===== src/rtl/slx_pkg.sv =====
// Shared types and constants for the s-expression token lexer.
package slx_pkg;

  typedef enum logic [3:0] {
    TK_NUM    = 4'd0,
    TK_OPEN   = 4'd1,
    TK_CLOSE  = 4'd2,
    TK_ADD    = 4'd3,
    TK_SUB    = 4'd4,
    TK_DIV    = 4'd5,
    TK_MUL    = 4'd6,
    TK_SWITCH = 4'd7,
    TK_CASE   = 4'd8,
    TK_LAMBDA = 4'd9,
    TK_IF     = 4'd10,
    TK_WHILE  = 4'd11,
    TK_END    = 4'd12,
    TK_ERROR  = 4'd13
  } token_kind_e;

  typedef enum logic [3:0] {
    MODE_IDLE = 4'b0001,
    MODE_NUM  = 4'b0010,
    MODE_WORD = 4'b0100,
    MODE_ERR  = 4'b1000
  } scan_mode_e;

  localparam int unsigned VALUE_W = 31;
  localparam logic [VALUE_W-1:0] NUM_MAX = '1;

  localparam logic [7:0] CH_PLUS  = 8'h2B;
  localparam logic [7:0] CH_MINUS = 8'h2D;
  localparam logic [7:0] CH_SLASH = 8'h2F;
  localparam logic [7:0] CH_STAR  = 8'h2A;
  localparam logic [7:0] CH_LPAR  = 8'h28;
  localparam logic [7:0] CH_RPAR  = 8'h29;
  localparam logic [7:0] CH_SPACE = 8'h20;
  localparam logic [7:0] CH_TAB   = 8'h09;
  localparam logic [7:0] CH_LF    = 8'h0A;
  localparam logic [7:0] CH_0     = 8'h30;
  localparam logic [7:0] CH_9     = 8'h39;
  localparam logic [7:0] CH_UA    = 8'h41;
  localparam logic [7:0] CH_UZ    = 8'h5A;
  localparam logic [7:0] CH_LA    = 8'h61;
  localparam logic [7:0] CH_LZ    = 8'h7A;

  localparam int unsigned NUM_KW     = 5;
  localparam int unsigned KW_MAX_LEN = 6;

  // byte j of a keyword sits at bits [8*j +: 8]
  localparam logic [8*KW_MAX_LEN-1:0] KW_TEXT [NUM_KW] = '{
    48'h0000_0000_6669,
    48'h0065_6C69_6877,
    48'h6164_626D_616C,
    48'h6863_7469_7773,
    48'h0000_6573_6163
  };
  localparam logic [2:0] KW_LEN [NUM_KW] = '{3'd2, 3'd5, 3'd6, 3'd6, 3'd4};
  localparam token_kind_e KW_KIND [NUM_KW] = '{TK_IF, TK_WHILE, TK_LAMBDA, TK_SWITCH, TK_CASE};

  typedef struct packed {
    token_kind_e        kind;
    logic [VALUE_W-1:0] value;
  } token_t;

  typedef struct packed {
    logic   two;
    token_t t0;
    token_t t1;
  } entry_t;

  typedef struct packed {
    logic   valid;
    entry_t entry;
  } slot_t;

  localparam int unsigned QUEUE_DEPTH = 2;

endpackage


===== src/rtl/slx_front.sv =====
// Front end: scans bytes, keeps the lexer state and forms up to two tokens per byte.
module slx_front import slx_pkg::*; #(
  parameter int unsigned KEYWORD_CHARS = 6
) (
  input  logic       clk_i,
  input  logic       rst_ni,
  input  logic       accept_i,
  input  logic [7:0] text_byte_i,
  input  logic       end_of_text_i,
  output slot_t      push_o
);

  localparam int unsigned LEN_W = $clog2(KEYWORD_CHARS + 1);
  localparam int unsigned IDX_W = $clog2(KEYWORD_CHARS);

  scan_mode_e         mode_q, mode_d;
  logic [VALUE_W-1:0] acc_q, acc_d;
  logic [LEN_W-1:0]   len_q, len_d;
  logic               over_q, over_d;
  logic [7:0]         chars_q [KEYWORD_CHARS];
  logic [7:0]         chars_d [KEYWORD_CHARS];

  logic               is_digit, is_alpha;
  logic [VALUE_W+3:0] acc_prod;
  logic [VALUE_W-1:0] acc_next;
  token_kind_e        word_kind;
  logic [NUM_KW-1:0]  kw_hit;
  logic               flush_v, fresh_v, do_fresh;
  token_t             flush_tok, fresh_tok;

  assign is_digit = text_byte_i inside {[CH_0:CH_9]};
  assign is_alpha = text_byte_i inside {[CH_UA:CH_UZ], [CH_LA:CH_LZ]};

  assign acc_prod = {1'b0, acc_q, 3'b000} + {3'b000, acc_q, 1'b0}
                  + {31'd0, text_byte_i[3:0]};
  assign acc_next = (acc_prod > {4'd0, NUM_MAX}) ? NUM_MAX : acc_prod[VALUE_W-1:0];

  always_comb begin
    for (int k = 0; k < NUM_KW; k++) begin
      kw_hit[k] = (len_q == LEN_W'(KW_LEN[k]));
      for (int j = 0; j < KW_MAX_LEN; j++) begin
        if (j < int'(KW_LEN[k]) && chars_q[j] != KW_TEXT[k][8*j +: 8]) begin
          kw_hit[k] = 1'b0;
        end
      end
    end
    word_kind = TK_ERROR;
    if (!over_q) begin
      for (int k = NUM_KW - 1; k >= 0; k--) begin
        if (kw_hit[k]) begin
          word_kind = KW_KIND[k];
        end
      end
    end
  end

  always_comb begin
    mode_d    = mode_q;
    acc_d     = acc_q;
    len_d     = len_q;
    over_d    = over_q;
    chars_d   = chars_q;
    flush_v   = 1'b0;
    flush_tok = '{kind: TK_NUM, value: '0};
    fresh_v   = 1'b0;
    fresh_tok = '{kind: TK_NUM, value: '0};
    do_fresh  = 1'b0;

    if (end_of_text_i) begin
      if (mode_q == MODE_NUM) begin
        flush_v   = 1'b1;
        flush_tok = '{kind: TK_NUM, value: acc_q};
      end else if (mode_q == MODE_WORD) begin
        flush_v        = 1'b1;
        flush_tok.kind = word_kind;
      end
      fresh_v        = 1'b1;
      fresh_tok.kind = TK_END;
      mode_d         = MODE_IDLE;
      acc_d          = '0;
      len_d          = '0;
      over_d         = 1'b0;
    end else begin
      case (mode_q)
        MODE_ERR: begin
        end
        MODE_NUM: begin
          if (is_digit) begin
            acc_d = acc_next;
          end else begin
            flush_v   = 1'b1;
            flush_tok = '{kind: TK_NUM, value: acc_q};
            do_fresh  = 1'b1;
          end
        end
        MODE_WORD: begin
          if (is_digit || is_alpha) begin
            if (len_q < LEN_W'(KEYWORD_CHARS)) begin
              chars_d[len_q[IDX_W-1:0]] = text_byte_i;
              len_d                     = len_q + LEN_W'(1);
            end else begin
              over_d = 1'b1;
            end
          end else begin
            flush_v        = 1'b1;
            flush_tok.kind = word_kind;
            if (word_kind == TK_ERROR) begin
              mode_d = MODE_ERR;
            end else begin
              do_fresh = 1'b1;
            end
          end
        end
        default: begin
          do_fresh = 1'b1;
        end
      endcase

      if (do_fresh) begin
        mode_d = MODE_IDLE;
        case (text_byte_i)
          CH_PLUS: begin
            fresh_v        = 1'b1;
            fresh_tok.kind = TK_ADD;
          end
          CH_MINUS: begin
            fresh_v        = 1'b1;
            fresh_tok.kind = TK_SUB;
          end
          CH_SLASH: begin
            fresh_v        = 1'b1;
            fresh_tok.kind = TK_DIV;
          end
          CH_STAR: begin
            fresh_v        = 1'b1;
            fresh_tok.kind = TK_MUL;
          end
          CH_LPAR: begin
            fresh_v        = 1'b1;
            fresh_tok.kind = TK_OPEN;
          end
          CH_RPAR: begin
            fresh_v        = 1'b1;
            fresh_tok.kind = TK_CLOSE;
          end
          CH_SPACE, CH_TAB, CH_LF: begin
          end
          default: begin
            if (is_digit) begin
              mode_d = MODE_NUM;
              acc_d  = {27'd0, text_byte_i[3:0]};
            end else if (is_alpha) begin
              mode_d     = MODE_WORD;
              chars_d[0] = text_byte_i;
              len_d      = LEN_W'(1);
              over_d     = 1'b0;
            end else begin
              mode_d         = MODE_ERR;
              fresh_v        = 1'b1;
              fresh_tok.kind = TK_ERROR;
            end
          end
        endcase
      end
    end
  end

  always_comb begin
    push_o.valid     = accept_i && (flush_v || fresh_v);
    push_o.entry.two = flush_v && fresh_v;
    push_o.entry.t0  = flush_v ? flush_tok : fresh_tok;
    push_o.entry.t1  = fresh_tok;
  end

  always_ff @(posedge clk_i or negedge rst_ni) begin
    if (!rst_ni) begin
      mode_q <= MODE_IDLE;
      acc_q  <= '0;
      len_q  <= '0;
      over_q <= 1'b0;
    end else if (accept_i) begin
      mode_q <= mode_d;
      acc_q  <= acc_d;
      len_q  <= len_d;
      over_q <= over_d;
    end
  end

  always_ff @(posedge clk_i) begin
    if (accept_i) begin
      chars_q <= chars_d;
    end
  end

endmodule


===== src/rtl/slx_queue.sv =====
// Token-pair queue between the front end and the output stage.
module slx_queue import slx_pkg::*; (
  input  logic  clk_i,
  input  logic  rst_ni,
  input  slot_t push_i,
  input  logic  pop_i,
  output logic  full_o,
  output slot_t head_o
);

  localparam int unsigned PTR_W = $clog2(QUEUE_DEPTH);
  localparam int unsigned CNT_W = $clog2(QUEUE_DEPTH + 1);

  entry_t           mem [QUEUE_DEPTH];
  logic [PTR_W-1:0] wr_ptr_q, rd_ptr_q;
  logic [CNT_W-1:0] count_q;

  assign full_o       = (count_q == CNT_W'(QUEUE_DEPTH));
  assign head_o.valid = (count_q != '0);
  assign head_o.entry = mem[rd_ptr_q];

  always_ff @(posedge clk_i) begin
    if (push_i.valid) begin
      mem[wr_ptr_q] <= push_i.entry;
    end
  end

  always_ff @(posedge clk_i or negedge rst_ni) begin
    if (!rst_ni) begin
      wr_ptr_q <= '0;
      rd_ptr_q <= '0;
      count_q  <= '0;
    end else begin
      if (push_i.valid) begin
        wr_ptr_q <= wr_ptr_q + PTR_W'(1);
      end
      if (pop_i) begin
        rd_ptr_q <= rd_ptr_q + PTR_W'(1);
      end
      if (push_i.valid && !pop_i) begin
        count_q <= count_q + CNT_W'(1);
      end else if (!push_i.valid && pop_i) begin
        count_q <= count_q - CNT_W'(1);
      end
    end
  end

`ifndef SYNTHESIS
  a_no_push_full: assert property (@(posedge clk_i) disable iff (!rst_ni)
    !(push_i.valid && full_o))
    else $error("push into full token queue");

  a_no_pop_empty: assert property (@(posedge clk_i) disable iff (!rst_ni)
    !(pop_i && !head_o.valid))
    else $error("pop from empty token queue");

  a_count_bound: assert property (@(posedge clk_i) disable iff (!rst_ni)
    count_q <= CNT_W'(QUEUE_DEPTH))
    else $error("token queue count out of range");

  a_push_lands: assert property (@(posedge clk_i) disable iff (!rst_ni)
    push_i.valid && !pop_i |=> head_o.valid)
    else $error("pushed entry not visible");
`endif

endmodule


===== src/rtl/slx_back.sv =====
// Output stage: drains queue entries one token per beat into the output register.
module slx_back import slx_pkg::*; (
  input  logic                 clk_i,
  input  logic                 rst_ni,
  input  slot_t                head_i,
  output logic                 pop_o,
  output logic                 out_valid_o,
  input  logic                 out_ready_i,
  output logic [3:0]           token_kind_o,
  output logic [VALUE_W-1:0]   token_value_o,
  output logic                 last_of_run_o
);

  logic   out_valid_q;
  logic   half_q;
  token_t tok_q;
  logic   last_q;
  logic   load;

  assign load  = head_i.valid && (!out_valid_q || out_ready_i);
  assign pop_o = load && (!head_i.entry.two || half_q);

  assign out_valid_o   = out_valid_q;
  assign token_kind_o  = tok_q.kind;
  assign token_value_o = tok_q.value;
  assign last_of_run_o = last_q;

  always_ff @(posedge clk_i or negedge rst_ni) begin
    if (!rst_ni) begin
      out_valid_q <= 1'b0;
      half_q      <= 1'b0;
    end else if (load) begin
      out_valid_q <= 1'b1;
      half_q      <= head_i.entry.two && !half_q;
    end else if (out_ready_i) begin
      out_valid_q <= 1'b0;
    end
  end

  always_ff @(posedge clk_i) begin
    if (load) begin
      tok_q  <= half_q ? head_i.entry.t1 : head_i.entry.t0;
      last_q <= !head_i.entry.two || half_q;
    end
  end

endmodule


===== src/rtl/sexpr_token_lexer.sv =====
// Top level of the s-expression token lexer.
//
//  channel | signals                                         | dir
//  --------+-------------------------------------------------+----
//  in      | in_valid_i, in_ready_o, text_byte_i,            | in
//          | end_of_text_i                                   |
//  out     | out_valid_o, out_ready_i, token_kind_o,         | out
//          | token_value_o, last_of_run_o                    |
//
// One byte is taken per cycle while the token queue is not full; its tokens are written
// into the token queue and from there loaded into the output register, which sends one
// token per cycle while out_ready_i is high, so a byte that makes two tokens is sent as two.
// A two-entry token queue absorbs output stalls; in_ready_o drops when it is full.
// Reset returns the scanner to idle and empties the queue and output register.
module sexpr_token_lexer import slx_pkg::*; #(
  parameter int unsigned KEYWORD_CHARS = 6
) (
  input  logic               clk_i,
  input  logic               rst_ni,
  input  logic               in_valid_i,
  output logic               in_ready_o,
  input  logic [7:0]         text_byte_i,
  input  logic               end_of_text_i,
  output logic               out_valid_o,
  input  logic               out_ready_i,
  output logic [3:0]         token_kind_o,
  output logic [VALUE_W-1:0] token_value_o,
  output logic               last_of_run_o
);

  slot_t push;
  slot_t head;
  logic  full;
  logic  pop;
  logic  accept;

  assign in_ready_o = !full;
  assign accept     = in_valid_i && !full;

  slx_front #(
    .KEYWORD_CHARS (KEYWORD_CHARS)
  ) u_front (
    .clk_i         (clk_i),
    .rst_ni        (rst_ni),
    .accept_i      (accept),
    .text_byte_i   (text_byte_i),
    .end_of_text_i (end_of_text_i),
    .push_o        (push)
  );

  slx_queue u_queue (
    .clk_i  (clk_i),
    .rst_ni (rst_ni),
    .push_i (push),
    .pop_i  (pop),
    .full_o (full),
    .head_o (head)
  );

  slx_back u_back (
    .clk_i         (clk_i),
    .rst_ni        (rst_ni),
    .head_i        (head),
    .pop_o         (pop),
    .out_valid_o   (out_valid_o),
    .out_ready_i   (out_ready_i),
    .token_kind_o  (token_kind_o),
    .token_value_o (token_value_o),
    .last_of_run_o (last_of_run_o)
  );

endmodule

===== config.mk =====
export PLATFORM = sky130hd
export DESIGN_NAME = sexpr_token_lexer
export DESIGN_NICKNAME = d
export VERILOG_FILES = /design/src/rtl/slx_pkg.sv /design/src/rtl/slx_front.sv /design/src/rtl/slx_queue.sv /design/src/rtl/slx_back.sv /design/src/rtl/sexpr_token_lexer.sv
export SDC_FILE = /design/constraint.sdc
export NUM_CORES = 1
export LEC_CHECK = 0
export CAP_MARGIN = 20
export CORE_MARGIN = 5
export CORE_UTILIZATION = 48
export DETAILED_ROUTE_END_ITERATION = 7
export DONT_BUFFER_PORTS = 1
export GPL_ROUTABILITY_DRIVEN = 1
export SKIP_LAST_GASP = 1
export SLEW_MARGIN = 15
export SYNTH_ARGS = -nofsm -noshare
export SYNTH_HDL_FRONTEND = slang
export SYNTH_HIERARCHICAL = 1
export SYNTH_SLANG_ARGS = --single-unit

===== constraint.sdc =====
create_clock -name clk_i -period 18.4 [get_ports clk_i]
set_input_delay 2.76 -clock clk_i [delete_from_list [all_inputs] [get_ports clk_i]]
set_output_delay 2.76 -clock clk_i [all_outputs]
set_load 0.005 [all_outputs]

==> summary.md <==
| Metric | Value |
|---|---|
| Share of post-route cells with drive strength above 1 | 17.4% |
| Ys async rst share | between 10% and 20% |
| CTS Hold Bufs | 0 |
| Crit end category | register |
| Pwr Density | ~120 mW/mm2 |
| Chip Width | between 150 and 200 um |
| H-tree depth | 1 |
| R2R setup slack | 13.87 ns |
| Max-Cap Viols | 0 |
| Fraction of the yosys area taken by sequential cells | a little over half |
| CTS sink cnt | around 270 |
| Crit path max fanout | 27 |
| I/O pins | 51 |
| Total grt overflow | 0 |
| Nets@finish | 1138 |
| Synth top area cells | edfxtp_1, mux2_4, dfrtp_1, ha_1, buf_4 |
| Worst R2R Path Depth | 12 |
| Diode count | 0 |
| Hold path depth | 1 |
| Worst Path Required | roughly 19 ns |
| Design Power | ~1900 uW |
| CTS tree | built |
| Detailed placement HPWL | between 15000 and 20000 um |
| Worst EP arrival | roughly 6.2 ns |
| Avg WL per Cell | ~19 um |
| Vias in the first global route | approximately 8400 |
| Effective utilization at floorplan | around 50% |
| RSZ-0062 raised after global routing | no |
| Clk_lat worst skew | ~0.55 ns |
| RR Startpoint | u_front/len_q[0]$_DFFE_PN0P_ |
| YS warnings | 6 |
| Fin crit period | between 5 and 6 ns |
| Area of the multi-input gates | between 0.006 and 0.007 mm2 |
| Core area | between 0.02 and 0.03 mm2 |
| Hold Violations, Final | 0 |
| Synth unique cells | 85 |
| WHS Endpoint | u_queue/count_q[1]$_DFFE_PN0P_ |
| Final critical-path setup slack | approximately 13 ns |
| Final period util | 31.7% |
| Worst Setup Start Kind | input port |
| Slew HR | between 30 and 40% |
| P_leak | 0.00634 uW |
| #FFs+latches synth | 271 |
| Root Driver | clkbuf_16 |
| FILL cells | 2481 |
| Area added between synthesis and finish | 7.03% |
| Register area | ~0.0079 mm2 |
| 1st-pass router iterations | 5 |
| Slew Limit Fails | 0 |
| Setup Fix Bufs, Post-CTS | 0 |
| R2r endpoint | u_queue/mem[0][26]$_DFFE_PP_ |
| Largest net degree at the start of global routing | 66 |
| Number of synthesized flops with an enable pin | around 230 |
| Hold path start | u_queue/count_q[1]$_DFFE_PN0P_ |
| Die footprint | 0.0340 mm2 |
| Average size of a mapped cell | 13.6 um2 |
| IO Port Bufs | 0 |
| CTS buffer count | 29 |
| Die Y | approximately 180 um |
| Worst clock skew | 0.0310 ns |
| Final WL | 28300 um |
| Final setup fails | 0 |
| Post-DRT Antenna Nets | 0 |
| Status | complete, no violations |
| Post-synthesis instance total | 1070 |
| Row count | 63 |
| Residual DRC count | 0 |
| Top cell type's share of synthesized area | approximately 47% |
| RD Place Congestion | 0.874 |
| Routed vias/inst | 5.65 |
| Clock Pin Slew Worst Setup and Hold Paths | 0.06 ns |
| Final setup TNS | 0 ns |
| Clock Path Buffers | 3 |
| Tot GR Track Use | around 17% |
| Synthesized area | around 0.015 mm2 |
| WS Path Type | input port to register |
| VDD IR-drop max | approximately 0.085 mV |
| Least-Margin Pin Slew | 0.989 ns |
| PostCTS Resize Cnt | 0 |
| CP Launch Point | text_byte_i[3] |
| Pre-CTS setup slack | 12.03 ns |
| First-pass GRT wire length | roughly 46000 um |
| Hold crit path type | register to register |
| Antenna violations before repair | 0 |
| Initial DRC Count | 487 |
| Fin util | a little over half |
| Fmax | 171 MHz |
| Routed via count | 8299 |
| Synth Flop Type | edfxtp_1 |
| Leading area contributor after synthesis | edfxtp_1 |
## per-layer routing
layer / vias up / wire [um] / GRT usage (%)
met5: - / 0 / 0
met4: 0 / 400 / 3.05
met3: 31 / 1220 / 2.57
met2: 159 / 12800 / 26.4
met1: 4051 / 13900 / 24.9
li1: 4058 / - / -
## power by group
group          switching (uW)  total (uW)  internal, uW
registers                77.6         913           835
logic                     197         434           237
clock network             226         588           362
total                     500        1930          1430
## cell type report
class | count | area share [%]
Timing Repair Buffer | 9 | 0.433
Sequential cell | 271 | 50.7
Inverter | 29 | 0.697
Clock inverter | 15 | 1.41
Clock buffer | 38 | 4.87
Multi-Input combinational cell | 717 | 38.7
Tap cell | 390 | 3.13
## layout by cell type, fill, tap and decap left out, types with 17 or more instances in the layout
cell type,n
and2_1,36
nor2_1,38
nand2_1,48
a211o_1,20
xor2_1,18
o21ai_0,19
a21oi_1,43
edfxtp_1,226
dfrtp_1,42
inv_1,29
mux2_4,105
clkbuf_16,29
a22o_1,20
ha_1,66
conb_1,31
nand4_1,17
## worst max-delay path by stage
| stage | end | slack [ns] | cells after the start |
|---|---|---|---|
| global placement | u_front/acc_q[27]$_DFFE_PN0P_ | 12.06 | 12 |
| global route | u_front/acc_q[28]$_DFFE_PN0P_ | 12.29 | 12 |
| finish | u_front/acc_q[21]$_DFFE_PN0P_ | 12.56 | 12 |
| detailed placement | u_front/acc_q[21]$_DFFE_PN0P_ | 12.03 | 12 |
| CTS | u_front/acc_q[21]$_DFFE_PN0P_ | 12.57 | 12 |
| floorplan | u_queue/mem[0][0]$_DFFE_PP_ | 10.42 | 9 |
## worst max-delay path, cell delays in order
cell and delay [ns]:
inv_1 0.04, fa_1 0.58, inv_1 0.06, ha_1 0.30, a211oi_1 0.33, o211ai_1 0.18, a22o_1 0.26, o21ai_1 0.25
a31oi_1 0.15, or2_1 0.61, a21o_1 0.36, a221o_1 0.33
## Yosys cell counts (8+ instances only)
| cell | instances |
|---|---|
| nand2b_1 | 10 |
| nor3_1 | 13 |
| buf_4 | 31 |
| nor2b_1 | 10 |
| buf_12 | 10 |
| a31oi_1 | 9 |
| a21oi_1 | 43 |
| nand3_1 | 8 |
| a221o_1 | 8 |
| xor2_1 | 18 |
| o21ai_0 | 19 |
| clkbuf_1 | 33 |
| xnor2_1 | 13 |
| a22o_1 | 20 |
| nor4_1 | 9 |
| a21o_1 | 12 |
| nand4_1 | 17 |
| dfrtp_1 | 44 |
| inv_1 | 29 |
| mux2_4 | 105 |
| edfxtp_1 | 226 |
| mux2_2 | 9 |
| o211ai_1 | 15 |
| ha_1 | 66 |
| a211o_1 | 20 |
| a211oi_1 | 12 |
| and2_1 | 37 |
| o2bb2ai_1 | 9 |
| nor2_1 | 38 |
| nand2_1 | 48 |
## metrics by stage
| step | hold WS (ns) | cell area, um2 | instances |
|---|---|---|---|
| after global routing | 0.513 | 15600 | 1469 |
| after detailed placement | 0.474 | 14600 | 1416 |
| after CTS | 0.485 | 15600 | 1469 |
| after global placement | 0.466 | 14600 | 1416 |
| after floorplan | 0.447 | 14700 | 1100 |
| final | 0.476 | 15600 | 1469 |
## cell families (layout without fill, tap and decap cells)
| kind of cell | Yosys count | count (layout) | share of synthesized area (%) |
|---|---|---|---|
| adders and majority gates | 68 | 68 | 5.94 |
| other | 1 | 31 | 0.0257 |
| and+or+nand+nor | 245 | 245 | 9.58 |
| AOI/OAI and AO/OA | 226 | 226 | 11.6 |
| buffers and inverters | 112 | 91 | 5.11 |
| xor gates and xnor gates | 31 | 31 | 1.86 |
| muxes | 116 | 116 | 11.6 |
| DFF | 271 | 271 | 54.3 |
(Power assumes the default switching activity.)
